### config.mk
export PLATFORM = sky130hd
export DESIGN_NAME = ecpt_ram
export DESIGN_NICKNAME = d
export VERILOG_FILES = /design/src/hdl/ecpt_ram.sv
export SDC_FILE = /design/constraint.sdc
export NUM_CORES = 1
export LEC_CHECK = 0
export ABC_AREA = 1
export BUFFER_PORTS_ARGS = -buffer_cell sky130_fd_sc_hd__buf_2
export CAP_MARGIN = 20
export CORE_MARGIN = 5
export CORE_UTILIZATION = 59
export DETAILED_ROUTE_END_ITERATION = 12
export HOLD_SLACK_MARGIN = 0.1
export PLACE_DENSITY = 0.8
export SYNTH_ARGS = -nofsm -noshare
export SYNTH_HDL_FRONTEND = slang
export SYNTH_SLANG_ARGS = --single-unit
### constraint.sdc
create_clock -name clk -period 2.9 [get_ports clk]
set_clock_uncertainty 0.15 [all_clocks]
set_input_delay 0.58 -clock clk [delete_from_list [all_inputs] [get_ports clk]]
set_output_delay 0.58 -clock clk [all_outputs]
set_load 0.005 [all_outputs]
### src/hdl/ecpt_ram.sv
`timescale 1ns / 1ps
module ecpt_ram #(
  parameter int W = 8,
  parameter int D = 4
) (
  input  logic                 clk,
  input  logic                 we,
  input  logic [$clog2(D)-1:0] waddr,
  input  logic [W-1:0]         wdata,
  input  logic [$clog2(D)-1:0] raddr,
  output logic [W-1:0]         rdata
);

  logic [W-1:0] mem [D];
  logic [W-1:0] rdata_r;

  // one write and one registered read per cycle
  always_ff @(posedge clk) begin
    if (we) begin
      mem[waddr] <= wdata;
    end
    rdata_r <= mem[raddr];
  end

  assign rdata = rdata_r;

endmodule

==> results of run 1 <==
## cell usage in the layout (no fill, tap or decap)
master,n
nand3_1,16
dfxtp_1,8
nor3_1,4
clkbuf_2,1
buf_4,3
clkinv_1,1
buf_2,21
inv_1,36
clkbuf_1,2
nand2_1,40
clkbuf_4,5
edfxtp_1,32
inv_4,1
## logic make-up after synthesis
group / Yosys count / share of synthesized area
buffers and inverters: 41 / 0.114
flip-flops: 40 / 0.724
AND/OR/NAND/NOR: 60 / 0.162
## routing by layer
layer	share of wire	wire length, um	GRT usage	vias up
met3	0.054	141	0.0692	5
met5	0	0	0	-
met1	0.44	1150	0.238	439
li1	-	-	-	493
met4	0.014	38	0.0557	0
met2	0.49	1300	0.257	21
## worst paths after layout
path | startpoint | end | slack, ps | cells after the start
min reg2reg | mem[0][3] | rdata[3] | 380 | 4
max | waddr[1] | mem[3][2] | 1310 | 4
max reg2reg | mem[3][5] | rdata[5] | 2010 | 4
min | wdata[6] | mem[0][6] | 310 | 1
## synthesized netlist by cell type
cell,n,area share
buf_6,2,0.015
inv_1,36,0.087
nand3_1,16,0.052
buf_2,1,0.0032
edfxtp_1,32,0.62
nor3_1,4,0.013
dfxtp_1,8,0.10
inv_4,1,0.0040
buf_4,1,0.0049
nand2_1,40,0.097
## worst register-to-register path, delay by kind of cell, from the launching register on
kind          cells  cell delay (ps)
simple gates      3              210
flops             1              380
buf+inv           1               60
## stage by stage
stage | worst slack [ps] | utilization | power, mW | cells | hold WS (ps)
CTS | 1150 | 0.691 | 1.00 | 199 | 310
floorplan | 1110 | - | 0.719 | 141 | 349
finish | 1310 | 0.693 | 0.995 | 200 | 313
global route | 1260 | 0.693 | 1.05 | 200 | 288
detailed placement | 792 | 0.671 | 0.754 | 191 | 370
global placement | 875 | 0.671 | 0.751 | 191 | 361
## sequential cells by signal (all words and copies together) (netlist names)
name,cells
mem,32
rdata,8
## where the power goes
group	switching [mW]	internal (mW)
sequential	0.00751	0.653
combinational	0.0494	0.0301
clock	0.162	0.0933
total	0.219	0.776
## area by class of cell
class	count	area (um2)
tap	30	37.5
multi-input combinational	60	250
fill	201	768
inverter	37	141
sequential	40	1120
timing repair buffer	25	133
clock buffer	7	45.0
clock inverter	1	3.75
==> flow_summary.json, run 1 <==
{
  "route.detailed.drc": 0,
  "worstMarginPinSlew_ps": 553,
  "slew_violations": 0,
  "layout-drive-gt1-share": 0.182,
  "final_area_um2": 1730,
  "max_freq_mhz": 630,
  "clk_path_buf_depth": 2,
  "period_share": 0.547,
  "syn_inst": 141,
  "fin_crit_ps": 1590,
  "cts_setup_buffers": 0,
  "grt_pass1_vias": 901,
  "critical_path.top_delay_family": "simple AND/OR/NAND/NOR gates",
  "cts_htree_levels": 2,
  "synth.distinct_cells": 10,
  "synthesis.area_um2": 1550,
  "antenna_found_initial": 0,
  "die_w_um": 61.2,
  "detail_route.iter0.violations": 42,
  "root_buffer": "clkbuf_4",
  "slowest_delay_ps": 470,
  "hp-class": "input port to flop",
  "num_io_pins": 22,
  "crit_fanout": 5,
  "initial_utilization": 0.619,
  "io_buffers": 21,
  "criticalPathCategory": "input port to flop",
  "p_leak_nw": 0.828,
  "ys_seq_area_frac": 0.724,
  "via_count": 958,
  "finalHoldViolCount": 0,
  "critPathSlowestCell": "nor3_1",
  "rsz0062_at_grt": "false",
  "crit_buf_inv": 3,
  "wl_per_cell_um": 13.1,
  "gp_congestion": 0.818,
  "setup_viol": 0,
  "viasPerCell": 4.79,
  "first_pass_iters": 4,
  "clkTransAtPathRegs_ps": 100,
  "ys.warnings.count": 0,
  "grt_start_max_net_pins": 18,
  "wirelength_um": 2630,
  "antennaDiodeCount": 0,
  "core_area_um2": 2500,
  "cp_data_arrival_time_ps": 1490,
  "drv_cap": 0,
  "die_area_um2": 3750,
  "cts_hold_buf": 0,
  "numCtsBuffers": 5,
  "power_density_nw_per_um2": 575,
  "placed_area_um2": 1680,
  "path_cells": "buf_2 -> inv_1 -> nor3_1 -> clkbuf_2",
  "insertion_delay_ps": 330,
  "worstPathRequired_ps": 2800,
  "cts_tree": "yes",
  "cts_num_sinks": 40,
  "slew_headroom": 0.628,
  "grt.overflow.total": 0,
  "synth-seq-cells": 40,
  "postSynthAreaPerCell_um2": 11.0,
  "fin_nets": 183,
  "ir_drop_mv": 0.458,
  "chipHeight_um": 61.2,
  "hpwl_um": 1860,
  "syn_to_final_growth_pct": 11.9,
  "synth_nets": 155,
  "fin_tns_setup_ps": 0,
  "antenna_left": 0,
  "crit_path_end_kind": "flop",
  "grt.total_usage": 0.174,
  "status": "finished clean",
  "critPathLaunchType": "input port",
  "cts_resized": 0,
  "rows": 18,
  "grt_pass1_wl_um": 4370
}
No activity file was read; power rests on OpenSTA's default activity.
==> run 2: changes to the inputs <==
--- a/config.mk
+++ b/config.mk
@@ -9,10 +9,10 @@
 export BUFFER_PORTS_ARGS = -buffer_cell sky130_fd_sc_hd__buf_2
 export CAP_MARGIN = 20
 export CORE_MARGIN = 5
-export CORE_UTILIZATION = 59
+export CORE_UTILIZATION = 55
 export DETAILED_ROUTE_END_ITERATION = 12
 export HOLD_SLACK_MARGIN = 0.1
-export PLACE_DENSITY = 0.8
+export PLACE_DENSITY = 0.75
 export SYNTH_ARGS = -nofsm -noshare
 export SYNTH_HDL_FRONTEND = slang
 export SYNTH_SLANG_ARGS = --single-unit
==> constraint.sdc (replaced) <==
create_clock -name clk -period 1.5 [get_ports clk]
set_clock_uncertainty 0.15 [all_clocks]
set_input_delay 0.3 -clock clk [delete_from_list [all_inputs] [get_ports clk]]
set_output_delay 0.3 -clock clk [all_outputs]
set_load 0.005 [all_outputs]
==> flow_summary.json, run 2 (synthesis results as in run 1) <==
{
  "status": "finished clean",
  "path_cells": "buf_2",
  "viasPerCell": 4.89,
  "syn_to_final_growth_pct": 19.6,
  "reg2regPathDepth": 4,
  "antenna_left": 0,
  "hpwl_um": 2000,
  "crit_end": "rdata[3]",
  "criticalPathCategory": "flop to output pin",
  "io_buffers": 21,
  "hold-path-cell-count": 3,
  "grt_pass1_wl_um": 4770,
  "setup_viol": 0,
  "grt_pass1_vias": 985,
  "die_w_um": 63.0,
  "final_common_cell": "nand2_1",
  "max_freq_mhz": 806,
  "worstMarginPinSlew_ps": 350,
  "slew_headroom": 0.767,
  "initial_utilization": 0.566,
  "ir_drop_mv": 1.31,
  "crit_start": "rdata[3]",
  "insertion_delay_ps": 350,
  "regMostFlops": "mem",
  "slew_violations": 0,
  "critical_path.top_delay_family": "flip-flops",
  "wirelength_um": 2920,
  "numCtsBuffers": 5,
  "worst_r2r_endpoint": "rdata[7]",
  "die_area_um2": 3970,
  "wl_per_cell_um": 14.0,
  "crit_path_end_kind": "output pin",
  "ff2ff_setup_slack_ps": 580,
  "critPathSlowestCell": "dfxtp_1",
  "grt_start_max_net_pins": 18,
  "rows": 19,
  "cts_num_sinks": 40,
  "cp_data_arrival_time_ps": 790,
  "final.setup.worst_slack_ps": 260,
  "clkTransAtPathRegs_ps": 120,
  "route.detailed.drc": 0,
  "antenna_found_initial": 0,
  "rsz0062_at_grt": "false",
  "worstPathRequired_ps": 1050,
  "p_leak_nw": 0.877,
  "period_share": 0.827,
  "finalPower_mw": 2.15,
  "num_io_pins": 22,
  "cts_htree_levels": 2,
  "largest_reg_flops": 32,
  "detail_route.iter0.violations": 70,
  "grt.total_usage": 0.159,
  "crit_fanout": 1,
  "layout-drive-gt1-share": 0.197,
  "layout_common_cells": "nand2_1, inv_1, edfxtp_1, buf_2, nand3_1",
  "fin_hold_ws_ps": 128,
  "gp_congestion": 0.788,
  "crit_buf_inv": 1,
  "antennaDiodeCount": 0,
  "slowest_delay_ps": 330,
  "drv_cap": 0,
  "fin_util": 0.677,
  "critical_path_depth": 1,
  "fin_nets": 191,
  "grt.overflow.total": 0,
  "chipHeight_um": 63.0,
  "pre_cts_ws_ps": 188,
  "root_buffer": "clkbuf_4",
  "fin_tns_setup_ps": 0,
  "cts_setup_buffers": 0,
  "via_count": 1021,
  "finalHoldViolCount": 0,
  "clk_path_buf_depth": 2,
  "hp-class": "input port to flop",
  "fin_crit_ps": 1240,
  "critPathLaunchType": "flop",
  "cts_tree": "yes",
  "rr_startpoint": "mem[1][7]",
  "core_area_um2": 2730,
  "power_density_nw_per_um2": 1160,
  "first_pass_iters": 4
}
run 2: metal layers:
layer  global-route usage  wire [um]  part of all wire
met5                    0          0                 0
met4               0.0477         41             0.014
met3               0.0576        208             0.071
met2                0.255       1380              0.47
met1                0.200       1290              0.44
run 2: what timing repair did:
item | 4_1_cts | 5_1_grt
hold endpoints to repair | 32 | 0
hold buffers | 8 | 0
resized for setup | 0 | 0
run 2: worst min-delay path by stage:
stage | start | slack, ps | to
final | raddr[1] | 130 | rdata[6]
after global placement | mem[0][5] | 370 | rdata[5]
after floorplan | wdata[0] | 250 | mem[0][0]
after CTS | raddr[1] | 110 | rdata[6]
after global routing | raddr[1] | 130 | rdata[1]
after detailed placement | mem[0][5] | 380 | rdata[5]
run 2: power by group:
part | leakage [nW] | total (mW) | switching, mW | internal [mW]
clock network | 0.0412 | 0.701 | 0.354 | 0.347
registers | 0.361 | 1.28 | 0.0157 | 1.26
logic | 0.475 | 0.175 | 0.102 | 0.0727
run 2: final cells by class:
type	count	area, um2
Inverter	37	141
Tap cell	31	38.8
Fill cell	215	882
Clock buffer	5	37.5
Sequential cell	40	1120
Clock inverter	3	42.5
Multi-Input combinational cell	60	255
Timing Repair Buffer	33	215
run 2: through the flow:
stage,cell area [um2],std cells
after floorplan,1550,141
after global placement,1690,193
after detailed placement,1690,193
after CTS,1850,209
after global routing,1850,209
final,1850,209
==> run 3: changes to the inputs <==
--- a/config.mk
+++ b/config.mk
@@ -9,10 +9,10 @@
 export BUFFER_PORTS_ARGS = -buffer_cell sky130_fd_sc_hd__buf_2
 export CAP_MARGIN = 20
 export CORE_MARGIN = 5
-export CORE_UTILIZATION = 55
+export CORE_UTILIZATION = 49
 export DETAILED_ROUTE_END_ITERATION = 12
 export HOLD_SLACK_MARGIN = 0.1
-export PLACE_DENSITY = 0.75
+export PLACE_DENSITY = 0.71
 export SYNTH_ARGS = -nofsm -noshare
 export SYNTH_HDL_FRONTEND = slang
 export SYNTH_SLANG_ARGS = --single-unit
==> constraint.sdc (replaced) <==
create_clock -name clk -period 1 [get_ports clk]
set_clock_uncertainty 0.15 [all_clocks]
set_input_delay 0.2 -clock clk [delete_from_list [all_inputs] [get_ports clk]]
set_output_delay 0.2 -clock clk [all_outputs]
set_load 0.005 [all_outputs]
==> flow_summary.json, run 3 (synthesis results as in run 1) <==
{
  "finalPower_mw": 3.06,
  "slew_violations": 0,
  "cts_tree": "yes",
  "clkTransAtPathRegs_ps": 120,
  "layout-drive-gt1-share": 0.247,
  "max_freq_mhz": 878,
  "slowest_delay_ps": 340,
  "clk_path_buf_depth": 2,
  "regMostFlops": "mem",
  "multi_input_area_um2": 295,
  "ir_drop_mv": 1.02,
  "grt_pass1_wl_um": 4950,
  "cp_data_arrival_time_ps": 790,
  "via_count": 1033,
  "fin_crit_ps": 1140,
  "final.setup.worst_slack_ps": -139,
  "drv_cap": 0,
  "slew_headroom": 0.786,
  "chipHeight_um": 66.2,
  "rows": 20,
  "grt_pass1_vias": 1036,
  "detail_route.iter0.violations": 33,
  "wirelength_um": 2880,
  "violations": "setup timing",
  "cts_setup_buffers": 0,
  "hpwl_um": 1910,
  "stdcell_count": 226,
  "numCtsBuffers": 5,
  "io_buffers": 21,
  "regArea_um2": 1130,
  "worstPathRequired_ps": 650,
  "status": "finished with violations",
  "route.detailed.drc": 0,
  "initial_utilization": 0.507,
  "critical_path.top_delay_family": "flip-flops",
  "power_density_nw_per_um2": 1530,
  "worstMarginPinSlew_ps": 320,
  "antenna_left": 0,
  "antenna_found_initial": 0,
  "grt.total_usage": 0.158,
  "wl_per_cell_um": 12.8,
  "viasPerCell": 4.57,
  "critPathSlowestCell": "dfxtp_2",
  "root_buffer": "clkbuf_4",
  "rsz0062_at_grt": "true",
  "grt.overflow.total": 0,
  "largest_reg_flops": 32,
  "cts_num_sinks": 40,
  "num_io_pins": 22,
  "core_area_um2": 3050,
  "die_area_um2": 4380,
  "insertion_delay_ps": 340,
  "crit_buf_inv": 1,
  "die_w_um": 66.2,
  "setup_viol": 10,
  "crit_fanout": 1,
  "fin_util": 0.654,
  "hp-class": "input port to flop",
  "gp_congestion": 0.741,
  "p_leak_nw": 0.915,
  "period_share": 1.14,
  "cts_htree_levels": 2,
  "path_cells": "buf_6",
  "antennaDiodeCount": 0,
  "syn_to_final_growth_pct": 28.9,
  "criticalPathCategory": "flop to output pin",
  "grt_start_max_net_pins": 17,
  "final_common_cell": "nand2_1",
  "finalHoldViolCount": 0,
  "dp_cells": 209,
  "first_pass_iters": 4,
  "nFillCells": 243,
  "critPathLaunchType": "flop",
  "layout_common_cells": "nand2_1, inv_1, edfxtp_1, buf_2, nand3_1",
  "crit_path_end_kind": "output pin",
  "fin_nets": 195
}
==> run 3: changes by cell type in the layout (fill, tap and decap cells not counted), sizes merged <==
cell / previous run / this run
buf: 25 / 28
bufinv: 1 / 0
clkinvlp: 1 / 2
dlygate4sd3: 8 / 9
==> run 3: final timing paths <==
check / startpoint / to / slack [ps] / depth (start not counted)
max reg2reg: mem[1][6] / rdata[6] / 70 / 4
max: rdata[3] / rdata[3] / -140 / 1
min: raddr[1] / rdata[5] / 80 / 4
min reg2reg: mem[0][5] / rdata[5] / 390 / 4
==> run 3: layout make-up <==
class                   count  area share
multi-input cells          60       0.148
clock inverters             3      0.0119
inverters                  37      0.0708
well taps                  44      0.0276
repair buffers             37       0.159
clock buffers               5      0.0188
flip-flops and latches     40       0.564
==> run 3: per-stage QoR <==
step           hold slack [ps]  area [um2]  setup WS [ps]  setup TNS (ps)
3_3_place_gp               282        1820           -260           -7370
5_1_grt                   83.7        2000           -192           -1490
3_5_place_dp               285        1820           -290           -8320
4_1_cts                   78.0        1970           -152           -1160
2_1_floorplan              149        1590           -101           -3220
6_report                  83.6        2000           -139           -1060
==> run 3: worst min-delay path, delay by kind of cell <==
kind	cells	cell delay [ps]
buffers and inverters	2	220
AND/OR/NAND/NOR	2	130
==> run 3: per-layer routing <==
| metal | global-route usage | vias up | part of all wire |
|---|---|---|---|
| met5 | 0 | - | 0 |
| met4 | 0.0838 | 0 | 0.026 |
| met3 | 0.0408 | 7 | 0.051 |
| met2 | 0.255 | 32 | 0.49 |
| met1 | 0.193 | 474 | 0.43 |
| li1 | - | 520 | - |
==> run 3: repair_timing <==
item | CTS | global route
endpoints found under the hold margin | 36 | 4
hold buffers | 9 | 1
setup endpoints to repair | 8 | 10
gates resized for setup | 0 | 7
==> run 3: power breakdown <==
group          total [mW]  internal, mW  switching, mW
sequential           1.92          1.90         0.0256
clock               0.818         0.277          0.542
combinational       0.322         0.153          0.169
