**src/hdl/ecpt_pkg.sv**
```systemverilog
`timescale 1ns / 1ps
package ecpt_pkg;

  // default sizes
  localparam int MAX_VERTICES_DEF = 64;
  localparam int COORD_BITS_DEF   = 16;
  localparam int CORNER_W         = 6;
  // operand bits taken per multiplier cycle
  localparam int MUL_CHUNK        = 16;
  localparam int STEP_W           = 5;

  typedef logic [STEP_W-1:0] step_t;

  // micro-program ranges
  localparam step_t STEP_CROSS_LO = 5'd0;
  localparam step_t STEP_CROSS_HI = 5'd1;
  localparam step_t STEP_SETUP_LO = 5'd2;
  localparam step_t STEP_SETUP_HI = 5'd12;
  localparam step_t STEP_POINT_LO = 5'd13;
  localparam step_t STEP_POINT_HI = 5'd22;

  // multiplier operand sources
  typedef enum logic [3:0] {
    OP_V0X, OP_V0Y, OP_V0Z, OP_V1X, OP_V1Y, OP_V1Z, OP_V2X, OP_V2Y, OP_V2Z,
    OP_E1X, OP_E1Y, OP_D00, OP_D01, OP_D02, OP_D11, OP_D12
  } op_t;

  // accumulator destinations
  typedef enum logic [3:0] {
    DST_NONE, DST_CR, DST_D00, DST_D01, DST_D02, DST_D11, DST_D12,
    DST_DEN, DST_UN, DST_VN
  } dst_t;

  typedef struct packed {
    op_t  src_a;
    op_t  src_b;
    logic sub;
    logic first;
    dst_t dest;
  } uop_t;

  typedef struct packed {
    logic  load_a;
    logic  load_b;
    logic  load_c;
    logic  load_p;
    logic  start;
    step_t step_first;
    step_t step_last;
  } geom_cmd_t;

  typedef struct packed {
    logic done;
    logic cr_pos;
    logic den_pos;
    logic enclosed;
  } geom_stat_t;

  typedef enum logic [4:0] {
    S_LOAD, S_START, S_PV0, S_PV1, S_PV2, S_FA, S_FB, S_FC, S_FD, S_OR, S_ORW,
    S_RV0, S_RV1, S_RV2, S_RV3, S_INIT, S_PASS, S_AL1, S_AL2, S_AL3, S_TRI,
    S_TRW, S_SUW, S_SC, S_SCD, S_SCW, S_EVAL, S_CLIP, S_SH, S_SHW, S_FINISH
  } ctrl_state_t;

  function automatic uop_t mk_uop(op_t a, op_t b, logic sub, logic first, dst_t dest);
    uop_t u;
    u.src_a = a;
    u.src_b = b;
    u.sub   = sub;
    u.first = first;
    u.dest  = dest;
    return u;
  endfunction

  // cross z, triangle setup (dots and gram determinant), per point numerators
  function automatic uop_t uop_at(step_t s);
    uop_t u;
    case (s)
      5'd0:    u = mk_uop(OP_V1X, OP_E1Y, 1'b0, 1'b1, DST_NONE);
      5'd1:    u = mk_uop(OP_V1Y, OP_E1X, 1'b1, 1'b0, DST_CR);
      5'd2:    u = mk_uop(OP_V0X, OP_V0X, 1'b0, 1'b1, DST_NONE);
      5'd3:    u = mk_uop(OP_V0Y, OP_V0Y, 1'b0, 1'b0, DST_NONE);
      5'd4:    u = mk_uop(OP_V0Z, OP_V0Z, 1'b0, 1'b0, DST_D00);
      5'd5:    u = mk_uop(OP_V0X, OP_V1X, 1'b0, 1'b1, DST_NONE);
      5'd6:    u = mk_uop(OP_V0Y, OP_V1Y, 1'b0, 1'b0, DST_NONE);
      5'd7:    u = mk_uop(OP_V0Z, OP_V1Z, 1'b0, 1'b0, DST_D01);
      5'd8:    u = mk_uop(OP_V1X, OP_V1X, 1'b0, 1'b1, DST_NONE);
      5'd9:    u = mk_uop(OP_V1Y, OP_V1Y, 1'b0, 1'b0, DST_NONE);
      5'd10:   u = mk_uop(OP_V1Z, OP_V1Z, 1'b0, 1'b0, DST_D11);
      5'd11:   u = mk_uop(OP_D00, OP_D11, 1'b0, 1'b1, DST_NONE);
      5'd12:   u = mk_uop(OP_D01, OP_D01, 1'b1, 1'b0, DST_DEN);
      5'd13:   u = mk_uop(OP_V0X, OP_V2X, 1'b0, 1'b1, DST_NONE);
      5'd14:   u = mk_uop(OP_V0Y, OP_V2Y, 1'b0, 1'b0, DST_NONE);
      5'd15:   u = mk_uop(OP_V0Z, OP_V2Z, 1'b0, 1'b0, DST_D02);
      5'd16:   u = mk_uop(OP_V1X, OP_V2X, 1'b0, 1'b1, DST_NONE);
      5'd17:   u = mk_uop(OP_V1Y, OP_V2Y, 1'b0, 1'b0, DST_NONE);
      5'd18:   u = mk_uop(OP_V1Z, OP_V2Z, 1'b0, 1'b0, DST_D12);
      5'd19:   u = mk_uop(OP_D11, OP_D02, 1'b0, 1'b1, DST_NONE);
      5'd20:   u = mk_uop(OP_D01, OP_D12, 1'b1, 1'b0, DST_UN);
      5'd21:   u = mk_uop(OP_D00, OP_D12, 1'b0, 1'b1, DST_NONE);
      5'd22:   u = mk_uop(OP_D01, OP_D02, 1'b1, 1'b0, DST_VN);
      default: u = mk_uop(OP_V0X, OP_V0X, 1'b0, 1'b1, DST_NONE);
    endcase
    return u;
  endfunction

endpackage

```
**src/hdl/ecpt_mul.sv**
```systemverilog
`timescale 1ns / 1ps
module ecpt_mul #(
  parameter int MW = 36
) (
  input  logic                 clk,
  input  logic                 rst_n,
  input  logic                 start,
  input  logic signed [MW-1:0] a,
  input  logic signed [MW-1:0] b,
  output logic                 done,
  output logic signed [2*MW-1:0] p
);
  import ecpt_pkg::*;

  localparam int CH  = MUL_CHUNK;
  localparam int NC  = (MW + CH - 1) / CH;
  localparam int PW  = NC * CH;
  localparam int NCW = $clog2(NC + 1);

  logic [MW-1:0]   ma_r;
  logic [PW-1:0]   mb_r;
  logic            neg_r;
  logic [2*MW-1:0] acc_r;
  logic [NCW-1:0]  left_r;
  logic            run_r;
  logic            done_r;
  logic [MW-1:0]   a_mag;
  logic [MW-1:0]   b_mag;
  logic [MW+CH-1:0] part;

  assign a_mag = a[MW-1] ? (~a + 1'b1) : a;
  assign b_mag = b[MW-1] ? (~b + 1'b1) : b;
  // one chunk of the multiplier per cycle, top chunk first
  assign part  = ma_r * mb_r[PW-1 -: CH];

  always_ff @(posedge clk) begin
    if (!rst_n) begin
      run_r  <= 1'b0;
      done_r <= 1'b0;
      left_r <= '0;
    end else begin
      done_r <= 1'b0;
      if (start) begin
        run_r  <= 1'b1;
        left_r <= NCW'(NC);
      end else if (run_r) begin
        left_r <= left_r - 1'b1;
        if (left_r == NCW'(1)) begin
          run_r  <= 1'b0;
          done_r <= 1'b1;
        end
      end
    end
  end

  // horner accumulation of partial products
  always_ff @(posedge clk) begin
    if (start) begin
      ma_r  <= a_mag;
      mb_r  <= PW'(b_mag);
      neg_r <= a[MW-1] ^ b[MW-1];
      acc_r <= '0;
    end else if (run_r) begin
      acc_r <= (acc_r << CH) + (2*MW)'(part);
      mb_r  <= mb_r << CH;
    end
  end

  assign done = done_r;
  assign p    = neg_r ? -$signed(acc_r) : $signed(acc_r);

endmodule

```
**src/hdl/ecpt_geom.sv**
```systemverilog
`timescale 1ns / 1ps
module ecpt_geom #(
  parameter int COORD_BITS = 16
) (
  input  logic                      clk,
  input  logic                      rst_n,
  input  ecpt_pkg::geom_cmd_t       cmd,
  input  logic [3*COORD_BITS-1:0]   vtx,
  output ecpt_pkg::geom_stat_t      stat
);
  import ecpt_pkg::*;

  localparam int CB  = COORD_BITS;
  localparam int DIF = CB + 1;
  localparam int DW  = 2 * DIF + 2;
  localparam int AW  = 2 * DW + 2;

  logic [3*CB-1:0] va_r, vb_r, vc_r, vp_r;
  logic signed [CB-1:0]  ca [3];
  logic signed [CB-1:0]  cb [3];
  logic signed [CB-1:0]  cc [3];
  logic signed [CB-1:0]  cp [3];
  logic signed [DIF-1:0] v0 [3];
  logic signed [DIF-1:0] v1 [3];
  logic signed [DIF-1:0] v2 [3];
  logic signed [DIF-1:0] e1x, e1y;

  logic signed [DW-1:0] d00_r, d01_r, d02_r, d11_r, d12_r;
  logic signed [AW-1:0] den_r, un_r, vn_r, acc_r;
  logic                 cr_pos_r;

  step_t step_r, last_r;
  logic  run_r, go_r, done_r;
  uop_t  u;

  logic signed [DW-1:0]   opa, opb;
  logic                   mdone;
  logic signed [2*DW-1:0] prod;
  logic signed [AW-1:0]   pext, acc_nxt;
  logic signed [AW-1:0]   uv_sum;

  // vertex operand registers
  always_ff @(posedge clk) begin
    if (cmd.load_a) va_r <= vtx;
    if (cmd.load_b) vb_r <= vtx;
    if (cmd.load_c) vc_r <= vtx;
    if (cmd.load_p) vp_r <= vtx;
  end

  // edge vectors
  always_comb begin
    for (int k = 0; k < 3; k++) begin
      ca[k] = va_r[k*CB +: CB];
      cb[k] = vb_r[k*CB +: CB];
      cc[k] = vc_r[k*CB +: CB];
      cp[k] = vp_r[k*CB +: CB];
      v0[k] = DIF'(cc[k]) - DIF'(ca[k]);
      v1[k] = DIF'(cb[k]) - DIF'(ca[k]);
      v2[k] = DIF'(cp[k]) - DIF'(ca[k]);
    end
    e1x = DIF'(cc[0]) - DIF'(cb[0]);
    e1y = DIF'(cc[1]) - DIF'(cb[1]);
  end

  assign u = uop_at(step_r);

  function automatic logic signed [DW-1:0] pick(
    op_t o, logic signed [DIF-1:0] a0 [3], logic signed [DIF-1:0] a1 [3],
    logic signed [DIF-1:0] a2 [3], logic signed [DIF-1:0] ex,
    logic signed [DIF-1:0] ey, logic signed [DW-1:0] q00,
    logic signed [DW-1:0] q01, logic signed [DW-1:0] q02,
    logic signed [DW-1:0] q11, logic signed [DW-1:0] q12);
    logic signed [DW-1:0] r;
    unique case (o)
      OP_V0X: r = DW'(a0[0]);
      OP_V0Y: r = DW'(a0[1]);
      OP_V0Z: r = DW'(a0[2]);
      OP_V1X: r = DW'(a1[0]);
      OP_V1Y: r = DW'(a1[1]);
      OP_V1Z: r = DW'(a1[2]);
      OP_V2X: r = DW'(a2[0]);
      OP_V2Y: r = DW'(a2[1]);
      OP_V2Z: r = DW'(a2[2]);
      OP_E1X: r = DW'(ex);
      OP_E1Y: r = DW'(ey);
      OP_D00: r = q00;
      OP_D01: r = q01;
      OP_D02: r = q02;
      OP_D11: r = q11;
      OP_D12: r = q12;
    endcase
    return r;
  endfunction

  assign opa = pick(u.src_a, v0, v1, v2, e1x, e1y, d00_r, d01_r, d02_r, d11_r, d12_r);
  assign opb = pick(u.src_b, v0, v1, v2, e1x, e1y, d00_r, d01_r, d02_r, d11_r, d12_r);

  ecpt_mul #(.MW(DW)) u_mul (
    .clk   (clk),
    .rst_n (rst_n),
    .start (go_r),
    .a     (opa),
    .b     (opb),
    .done  (mdone),
    .p     (prod)
  );

  // accumulate signed products
  assign pext    = AW'(prod);
  assign acc_nxt = (u.first ? AW'(0) : acc_r) + (u.sub ? -pext : pext);

  // micro-program sequencing
  always_ff @(posedge clk) begin
    if (!rst_n) begin
      run_r  <= 1'b0;
      go_r   <= 1'b0;
      done_r <= 1'b0;
    end else begin
      go_r   <= 1'b0;
      done_r <= 1'b0;
      if (cmd.start) begin
        step_r <= cmd.step_first;
        last_r <= cmd.step_last;
        run_r  <= 1'b1;
        go_r   <= 1'b1;
      end else if (run_r && mdone) begin
        if (step_r == last_r) begin
          run_r  <= 1'b0;
          done_r <= 1'b1;
        end else begin
          step_r <= step_r + 1'b1;
          go_r   <= 1'b1;
        end
      end
    end
  end

  // result registers
  always_ff @(posedge clk) begin
    if (run_r && mdone) begin
      acc_r <= acc_nxt;
      unique case (u.dest)
        DST_NONE: ;
        DST_CR:   cr_pos_r <= !acc_nxt[AW-1] && (acc_nxt != '0);
        DST_D00:  d00_r <= acc_nxt[DW-1:0];
        DST_D01:  d01_r <= acc_nxt[DW-1:0];
        DST_D02:  d02_r <= acc_nxt[DW-1:0];
        DST_D11:  d11_r <= acc_nxt[DW-1:0];
        DST_D12:  d12_r <= acc_nxt[DW-1:0];
        DST_DEN:  den_r <= acc_nxt;
        DST_UN:   un_r  <= acc_nxt;
        DST_VN:   vn_r  <= acc_nxt;
        default:  ;
      endcase
    end
  end

  // inclusive barycentric test against the gram determinant
  assign uv_sum        = un_r + vn_r;
  assign stat.done     = done_r;
  assign stat.cr_pos   = cr_pos_r;
  assign stat.den_pos  = !den_r[AW-1] && (den_r != '0);
  assign stat.enclosed = stat.den_pos && !un_r[AW-1] && (un_r <= den_r)
                         && !vn_r[AW-1] && (vn_r <= den_r) && (uv_sum <= den_r);

endmodule

```
**config.mk**
```make
export PLATFORM = sky130hd
export DESIGN_NAME = ecpt_geom
export DESIGN_NICKNAME = d
export VERILOG_FILES = /design/src/hdl/ecpt_pkg.sv /design/src/hdl/ecpt_mul.sv /design/src/hdl/ecpt_geom.sv
export SDC_FILE = /design/constraint.sdc
export NUM_CORES = 2
export LEC_CHECK = 0
export ABC_CLOCK_PERIOD_IN_PS = 15600
export BUFFER_PORTS_ARGS = -buffer_cell sky130_fd_sc_hd__buf_4
export CAP_MARGIN = 20
export CORE_AREA = 2 2 261 520
export DETAILED_ROUTE_END_ITERATION = 10
export DIE_AREA = 0 0 263 522
export GPL_TIMING_DRIVEN = 1
export PLACE_DENSITY_LB_ADDON = 0.05
export SLEW_MARGIN = 20
export SYNTH_ARGS = -nofsm -noshare
export SYNTH_HDL_FRONTEND = slang
export SYNTH_HIERARCHICAL = 1
export SYNTH_SLANG_ARGS = --single-unit
```
**constraint.sdc**
```tcl
create_clock -name clk -period 15.6 [get_ports clk]
set_input_delay 1.56 -clock clk [delete_from_list [all_inputs] [get_ports clk]]
set_output_delay 1.56 -clock clk [all_outputs]
set_load 0.1 [all_outputs]
```
==> results.cfg <==
[outcome]
status = complete, no violations

[grt]
track_usage_pct = 45.9
grt_pass1_vias = 69197
grt_max_degree = 134
grt_overflow = 0
antenna_found_initial = 25
grt_pass1_wl_um = 453000

[die]
die_y_um = 522
die_width_um = 263
initial_core_util_pct = 58.5
die-area_sq_mm = 0.137
fp-row-count = 190
ios = 69
core_sq_mm = 0.134

[routing]
drt_iter0_markers = 5897
drtPass1Iterations = 9
wire_per_inst_um = 31.6
drtAntennaViolNets = 0
routed_via_density = 6.75
vias = 66996
drt_wl_total_um = 313000
drc_errors = 0

[layout]
area_growth_pct = 7.11
drive_gt1_share_pct = 5.59
layout.nets = 9391

[cts]
path_clk_slew_ns = 0.07
clockBufferDepth = 3
clock_sinks = 857
h-tree-depth = 3
cts-root-buf = clkbuf_16
cts_tree = built
hold_buffers = 0
cts_resized = 0
postCtsSetupBuffers = 0
cts_buffers = 80
clock_latency_ns = 0.73

[synthesis]
yosysWarnings = 6
synth_area_per_cell_sq_um = 9.58
synth_top_area_share_pct = 28.9
ys_types = 93
synth_top_area_cell = edfxtp_1
synth_flop_cell = edfxtp_1
synth_edf_count = 752
synth-seq-area-share_pct = 31.6
synthSimpleGateAreaFrac_pct = 14.5
syn_nets = 9437
synth_compound_area_share_pct = 16.4
synth_top_family_by_area = adder cells
synthTopCellsByArea = edfxtp_1 (29%), fa_1 (13%), ha_1 (11%)
synth_seq_cells = 857
muxShareOfSynthArea_pct = 0.788
synthArstFlopShare_pct = 0
synthAdderAreaFrac_pct = 24.6
synth_area_sq_mm = 0.0781
synth_cells = 8153
synth-xor-area-share_pct = 6.01

[worst_setup_path]
critPathKind = reg2reg
cp.arrival_ns = 10.65
cp_max_fo = 9
startpoint_type = flip-flop
crit_path_end_kind = flip-flop
cp.depth = 25
worst_ep_required_time_ns = 16.07
slowest_stage = or4b_1
ff2ff_path_depth = 25
critPathTopFamily = simple AND/OR/NAND/NOR gates
worst-path-buf-inv = 0
cpPeakStageDelay_ns = 0.70

[timing]
setup_tns_ns = 0
clock_skew_ns = 0.0394
finalCritPeriodShare_pct = 65.3
setup_viol = 0
rsz0062_at_grt = no
slew_headroom_pct = 16.4
final_hold_viol_count = 0
slew_violations = 0
tightest_slew_ns = 1.25
fmax_mhz = 98.2
fin_crit_ns = 10.19

[placed_design]
place_congestion = 1.13
numPortBuffers = 68
dp_hpwl_um = 244000

[min_path]
whs_path_depth = 2
hold_path.class = reg2reg

[job]
cap_violations = 0
## placed cells by master (no fill, tap or decap), types with 57 or more instances in the layout
cell         n
edfxtp_1   752
xor2_1     138
a21o_1     224
nand2b_1    75
mux2i_1     57
a21oi_1    489
a221oi_1    60
inv_1      945
ha_1       696
nand3_1    154
fa_1       523
buf_4      206
xnor2_1    391
clkbuf_16   81
nand2_1    749
nand4_1    151
and2_1     241
dfxtp_1    100
o21ai_0    349
nor2b_1    148
nor3_1     106
nor2_1     354
a22oi_1    148
o31ai_1     80
o21bai_1    78
## registers in the layout (all words and copies together) (netlist names), 2 cells and up
name / cells
vp_r: 48
vn_r: 74
d00_r: 36
va_r: 48
u_mul/left_r: 2
step_r: 5
u_mul/mb_r: 48
vb_r: 48
d11_r: 36
u: 14
den_r: 74
un_r: 74
u_mul/ma_r: 36
vc_r: 48
last_r: 5
acc_r: 74
u_mul/acc_r: 72
d12_r: 36
d01_r: 36
d02_r: 36
## routing by layer
metal | global-route usage [%] | part of all wire [%]
met1 | 39.0 | 28
met2 | 79.9 | 50
met3 | 12.6 | 7.9
met4 | 54.0 | 15
met5 | 0.527 | 0.066
## metrics by stage
step / instances / hold slack, ns / area (sq um) / utilization, % / setup WS (ns)
after floorplan: 8153 / 0.446 / 78100 / - / 6.36
after global placement: 9744 / 0.467 / 80700 / 60.4 / 5.59
after detailed placement: 9744 / 0.473 / 80700 / 60.4 / 5.54
after CTS: 9892 / 0.491 / 83400 / 62.4 / 5.45
after global routing: 9907 / 0.509 / 83600 / 62.6 / 5.09
final: 9924 / 0.483 / 83700 / 62.6 / 5.41
## worst reg2reg max path, stage by stage, from the launching register on
cell      delay (ns)
dfxtp_1         0.35
nor3_1          0.41
nand3_1         0.30
or4_1           0.53
or2_2           0.35
or3_1           0.40
o41ai_1         0.35
xnor2_1         0.20
or4_1           0.57
or3_1           0.38
or4_4           0.51
or2_1           0.36
or4b_1          0.70
o41ai_1         0.44
xnor2_1         0.13
ha_1            0.47
nand4_1         0.28
o311ai_0        0.66
o211ai_1        0.19
o21ai_0         0.44
o21ai_0         0.28
xnor2_1         0.25
or4_1           0.56
nor4_1          0.26
nand4b_1        0.14
o41a_1          0.41
## synth_stat cells, drive strengths merged, types with 57 or more instances
cell	count
a21o	224
a21oi	490
a221oi	61
a22oi	148
and2	241
clkbuf	327
dfxtp	105
edfxtp	752
fa	523
ha	696
inv	946
mux2i	57
nand2	751
nand2b	75
nand3	154
nand4	151
nor2	374
nor2b	148
nor3	113
nor4	57
o21ai	354
o21bai	78
o31ai	82
xnor2	394
xor2	142
## final cells by class
type	count	area, sq um
Fill cell	11183	49900
Multi-Input combinational cell	6007	48800
Sequential cell	857	24700
Inverter	946	3550
Tap cell	1728	2160
Clock buffer	94	2080
Timing Repair Buffer	215	1680
Clock inverter	54	594
Antenna cell	23	57.6
## kinds of logic (layout without fill, tap and decap cells)
family,Yosys count,count (layout)
buffers and inverters,1289,1309
AO/OA/AOI/OAI,1921,1921
AND/OR/NAND/NOR,2270,2270
adder cells (fa/ha/maj),1219,1219
flip-flops,857,857
other,0,23
XOR/XNOR,536,536
multiplexers,61,61
## path summary, 6_finish.rpt
path	from	endpoint	slack, ns
hold / removal	u_mul/mb_r[25]$_DFFE_PP_	u_mul/mb_r[41]$_SDFFE_PP0P_	0.48
setup / recovery	u_mul/acc_r[2]$_SDFFE_PP0P_	cr_pos_r$_DFFE_PP_	5.41
hold reg to reg	u_mul/mb_r[25]$_DFFE_PP_	u_mul/mb_r[41]$_SDFFE_PP0P_	0.48
setup reg to reg	u_mul/acc_r[2]$_SDFFE_PP0P_	cr_pos_r$_DFFE_PP_	5.41
Power is not shown: default switching activity piles up to over one toggle a cycle in this logic, so the estimate is an artifact.
